$ cat src/hw/rtl/vmc_pkg.sv
// ---------------------------------------------------------------------------
// Velocity magnitude clamp: package
// Shared widths, register codes and the item record passed front to back.
// ---------------------------------------------------------------------------
`timescale 1ns / 1ps
`default_nettype none

package vmc_pkg;

  localparam int WordW    = 32;
  localparam int LimW     = 31;
  localparam int SqW      = 64;
  localparam int RootW    = 32;
  localparam int ProdW    = 63;
  localparam int QuoW     = 31;
  localparam int SqSteps  = 32;
  localparam int DivSteps = 31;
  localparam int QDepth   = 4;
  localparam int QPtrW    = 2;

  localparam logic [LimW-1:0] LimitReset    = 31'd65536;
  localparam logic            RegSpeedLimit = 1'b0;

  typedef struct packed {
    logic [WordW-1:0] vel_x;
    logic [WordW-1:0] vel_y;
    logic [WordW-1:0] mag_x;
    logic [WordW-1:0] mag_y;
    logic             neg_x;
    logic             neg_y;
    logic             clamp;
    logic [SqW-1:0]   vel2;
  } vmc_job_t;

endpackage

`default_nettype wire

$ cat src/hw/rtl/vmc_queue.sv
// ---------------------------------------------------------------------------
// Velocity magnitude clamp: decoupling queue
// Short FIFO of classified items between the front and back ends.
// ---------------------------------------------------------------------------
`timescale 1ns / 1ps
`default_nettype none

module vmc_queue (
  input  wire logic         clk,
  input  wire logic         rst_n,
  input  vmc_pkg::vmc_job_t push_job,
  input  wire logic         push_valid,
  output logic              push_ready,
  output vmc_pkg::vmc_job_t pop_job,
  output logic              pop_valid,
  input  wire logic         pop_ready
);
  import vmc_pkg::*;

  vmc_job_t          mem_r [QDepth];
  logic [QPtrW-1:0]  wr_ptr_r, rd_ptr_r;
  logic [QPtrW:0]    count_r;
  logic              do_push, do_pop;

  assign push_ready = count_r != QDepth[QPtrW:0];
  assign pop_valid  = count_r != '0;
  assign pop_job    = mem_r[rd_ptr_r];
  assign do_push    = push_valid && push_ready;
  assign do_pop     = pop_valid && pop_ready;

  always_ff @(posedge clk) begin
    if (!rst_n) begin
      wr_ptr_r <= '0;
      rd_ptr_r <= '0;
      count_r  <= '0;
    end else begin
      if (do_push) wr_ptr_r <= wr_ptr_r + 1'b1;
      if (do_pop)  rd_ptr_r <= rd_ptr_r + 1'b1;
      if (do_push && !do_pop)      count_r <= count_r + 1'b1;
      else if (do_pop && !do_push) count_r <= count_r - 1'b1;
    end
  end

  always_ff @(posedge clk) begin
    if (do_push) mem_r[wr_ptr_r] <= push_job;
  end

endmodule

`default_nettype wire

$ cat config.mk
export PLATFORM = sky130hd
export DESIGN_NAME = vmc_queue
export DESIGN_NICKNAME = d
export VERILOG_FILES = /design/src/hw/rtl/vmc_pkg.sv /design/src/hw/rtl/vmc_queue.sv
export SDC_FILE = /design/constraint.sdc
export NUM_CORES = 1
export LEC_CHECK = 0
export BUFFER_PORTS_ARGS = -buffer_cell sky130_fd_sc_hd__buf_2
export CORE_ASPECT_RATIO = 0.9
export CORE_MARGIN = 5
export CORE_UTILIZATION = 50
export DETAILED_ROUTE_END_ITERATION = 10
export MAX_ROUTING_LAYER = met4
export PLACE_DENSITY = 0.74
export SLEW_MARGIN = 20
export SYNTH_ARGS = -nofsm -noshare
export SYNTH_HDL_FRONTEND = slang
export SYNTH_SLANG_ARGS = --single-unit
$ cat constraint.sdc
create_clock -name clk -period 6.3 [get_ports clk]
set_clock_uncertainty 0.15 [all_clocks]
set_input_delay 0.63 -clock clk [delete_from_list [all_inputs] [get_ports clk]]
set_output_delay 0.63 -clock clk [all_outputs]
set_load 0.1 [all_outputs]
# Word level (Yosys, flattened, before mapping)
# Memory sizes are Yosys's and may differ from the RTL's. A register that Yosys moved wholly into a read port is not among the register bits.
# Index checks and enable logic that the tools add are counted.
# classes
add_sub_neg	4
n_eq_ne	1
mux	6
n_reduce_logical	8
# op_table
operator	n
$mux W3	2
$add A2 B1 Y2 const B	2
$logic_and A1 B1 Y1	4
$mux W2	2
$add A3 B1 Y3 const B	1
$ne A3 B3 Y1 const B	1
$reduce_bool A3 Y1	1
$sub A3 B1 Y3 const B	1
$logic_not A1 Y1	2
$mux W1	2
$reduce_bool A2 Y1	1
# totals
reg_bits	7
ramBits	780
input_bits	199
out_inout_bits	197
word_cells	23
memories	1
# mem_list
memory	depth	word_bits	rd	rd_clocked_by_memory_dff	write_ports	line_no	source
mem_r	4	195	1	1	1	vmc_queue.sv:20	vmc_job_t mem_r [QDepth];

# Logic depth before layout (Yosys ltp)
# depth
word_depth	6
mapped_depth	8

# Worst setup path after synthesis
# Ideal clock, no wire load.
# synth_timing
path_type	input port to flip-flop
startpoint	input push_valid
endpoint	memory mem_r[2][0] (netlist name), enable pin
setup_ns	0.579
t_arrival_ns	5.394
t_required_ns	5.571
setup_slack_ns	0.177
path_stages	2
path_buffers	0
cell_sequence	a21boi_2 and2_1
# synth_between
elab_chain_cells	3
# synth_lines
item	line_no	source
start, declared	vmc_queue.sv:12	input wire logic push_valid,
$logic_and A1 B1 Y1	vmc_queue.sv:28	assign do_push = push_valid && push_ready;
$mux W1	vmc_queue.sv:45	if (do_push) mem_r[wr_ptr_r] <= push_job;
$mux W1 (not written as such)	vmc_queue.sv:45	
end, declared	vmc_queue.sv:20	
# Every way passes these cells.

==> impl_summary.md <==
Min path
The path class of the tightest hold or removal check is input pin to flop.

Detailed routing
The number of DRC violations after detailed-routing iteration 0 is 869. The post-detailed-route wirelength per cell is 23.7 um. The detailed-route via count is 12800.

The number of DRC violations after detailed routing is 0. The antenna violation net count after detailed routing is 0. Using the TritonRoute via totals, the vias-per-cell ratio works out to 5.40.

The number of iterations in the first detailed-routing pass is 5. The total wire length is 55900 um.

Placed design
The count of buffers added on input and output ports is 395. Detailed placement ended at an HPWL of 33000 um. The congestion estimate from routability-driven global placement came to 0.751.

Synthesis
Sorting the synthesized cells by area gives the leading types as sky130_fd_sc_hd__edfxtp_1 82%, sky130_fd_sc_hd__mux4_2 15%, sky130_fd_sc_hd__buf_6 0.71%. The average footprint of a synthesized cell is 26.8 um^2. The library cell occupying the most area in the post-synthesis netlist is sky130_fd_sc_hd__edfxtp_1. The share of the yosys chip area belonging to registers is 82.5%. After technology mapping, the gate count stands at 1067. Counting flops and latches in the post-synthesis netlist gives 789. The number of enable flip-flop cells after synthesis is 780. In the synthesized netlist the dominant register cell turns out to be sky130_fd_sc_hd__edfxtp_1. The synthesized netlist net count is 1272. The cell area that synthesis handed to floorplanning was 28600 um^2. Synthesis instantiated 22 different standard cells from the library. Of the post-synthesis cell area, the dominant cell type holds 81.9%. The proportion of register bits with asynchronous set or reset after synthesis is 0%.

Yosys printed 0 warnings.

Global routing
The pin count of the biggest net entering global routing is 109. The remaining global-route overflow is 0. The initial antenna violation count is 23.

The first global-routing pass estimated 83600 um of wire. The number of global-route vias before repair is 13500. The global router's overall resource usage is 18.4%.

Clocking
The number of buffers inserted during clock tree synthesis is 78. Post-CTS repair changed the size of 0 cells. Clock tree synthesis selected as its root buffer the cell sky130_fd_sc_hd__clkbuf_16.

The number of hold buffers added after CTS is 0. The clock tree from TritonCTS is yes. The post-CTS clock slew at the launch and capture registers of the worst setup and hold paths is 0.06 ns.

The H-tree generated during clock tree synthesis spans 3 levels. The clock insertion delay at the later pin of the skew report is 0.61 ns. In this run the post-CTS setup repair buffer count came out at 0. The clock drives 789 sinks. The clock passes through at most 3 buffers.

Worst setup path
Data arrives at the worst endpoint at 3.12 ns. STA classifies the critical path endpoint as an output port. In this run the worst path has a maximum fanout of 65.

The critical path data required time is 5.52 ns. The critical path class is flop to output port. The kind of launch point of the worst setup path is a flop.

STA
Setup violations remaining at the end of the flow were counted as 0. After routing, the total negative slack on setup checks comes to 0 ns. Derived from the worst setup path, the maximum achievable clock frequency is 0.257 GHz. The worst pin sits at a relative slew slack of 28.8%.

The total count of hold-check failures in the final report came to 0. The number of max-slew violations in the final report is 0. The transition time of the tightest slew-check pin is 1.07 ns. The time the final worst path needs with I/O delays and setup is 3.90 ns. Setup repair after global routing left no endpoint under its margin. The portion of the clock cycle consumed by the worst path in the final layout is 61.9%.

Outcome
The run finished with clean final reports.

Cells and area
The library cells used most frequently in the layout, excluding fill and tap cells, are 780 x sky130_fd_sc_hd__edfxtp_1, 395 x sky130_fd_sc_hd__buf_2, 195 x sky130_fd_sc_hd__mux4_2. After the last flow step, the layout net total stands at 1715. The area growth from synthesis to layout is 18.8%.

The layout cell share with drive strength beyond 1 is 45.4%. The most frequent standard cell in the layout excluding fill and tap cells is sky130_fd_sc_hd__edfxtp_1.

Die
The total core area is 56900 um^2. The die outline width is 262 um. The number of top-level design ports is 396. The initial utilization of the core area, before any placement, comes to 50.3%. The initialized floorplan defines 83 standard-cell rows.

From bottom edge to top edge, the die measures 237 um. The total die area is 62100 um^2.

Job
Max-cap violations in this run came to 0.
-- critical path: stages (launching register included) --
cell and delay, ns:
sky130_fd_sc_hd__dfxtp_4 1.03, sky130_fd_sc_hd__buf_4 0.66, sky130_fd_sc_hd__mux4_2 0.36, sky130_fd_sc_hd__buf_2 0.43
-- through the flow --
step	setup slack [ns]	hold slack [ns]	instance area, um^2	instances	utilization (%)
final	2.40	0.0797	34000	2363	59.7
after global routing	2.18	0.0466	34000	2361	59.7
after CTS	2.24	0.0259	33900	2338	59.6
after detailed placement	2.90	0.341	31400	2195	55.2
after global placement	2.89	0.328	31400	2195	55.2
after floorplan	0.177	0.318	28600	1067	-
-- cell usage after synthesis (3+ instances only) --
library cell / instances
sky130_fd_sc_hd__clkbuf_1: 6
sky130_fd_sc_hd__inv_1: 3
sky130_fd_sc_hd__buf_2: 21
sky130_fd_sc_hd__and2_1: 8
sky130_fd_sc_hd__ha_1: 5
sky130_fd_sc_hd__dfxtp_1: 9
sky130_fd_sc_hd__xnor2_1: 3
sky130_fd_sc_hd__mux2i_1: 3
sky130_fd_sc_hd__nand2_1: 5
sky130_fd_sc_hd__edfxtp_1: 780
sky130_fd_sc_hd__mux4_2: 195
sky130_fd_sc_hd__buf_6: 18
-- cells by family after synthesis --
group	share of synthesized area, %
compound gates	0.140
xor+xnor	0.122
mux	15.5
simple gates	0.319
fa+ha+maj	0.289
flops	82.5
buf+inv	1.19
-- metal layers --
layer / wire [um] / share of wire, % / global-route usage, %
met1: 21800 / 39 / 23.6
met3: 4950 / 8.9 / 6.18
met2: 27900 / 50 / 28.4
met4: 1280 / 2.3 / 5.62
met5: 0 / 0 / -
-- registers in the layout (all words and copies together), names as in the netlist, named ones only --
register and flops:
mem_r 780, wr_ptr_r 2, count_r 3, rd_ptr_r 2
-- path summary, 6_finish.rpt --
check / startpoint / end / slack (ns) / cells after the start
max reg2reg: count_r[0] / mem_r[3][141] / 3.28 / 4
min: push_job[55] / mem_r[1][55] / 0.08 / 1
min reg2reg: wr_ptr_r[1] / wr_ptr_r[1] / 0.35 / 2
max: flop / pop_job[58] / 2.40 / 3
-- cell type report --
cell class	instances	area, um^2
flip-flops and latches	789	23600
fillers	4002	22900
multi-input cells	230	4680
repair buffers	408	2160
clock buffers	92	2050
well taps	765	957
clock inverters	51	454
diodes	25	62.6
inverters	3	11.3
Power is not shown: default switching activity piles up to over one toggle a cycle in this logic, so the estimate is an artifact.
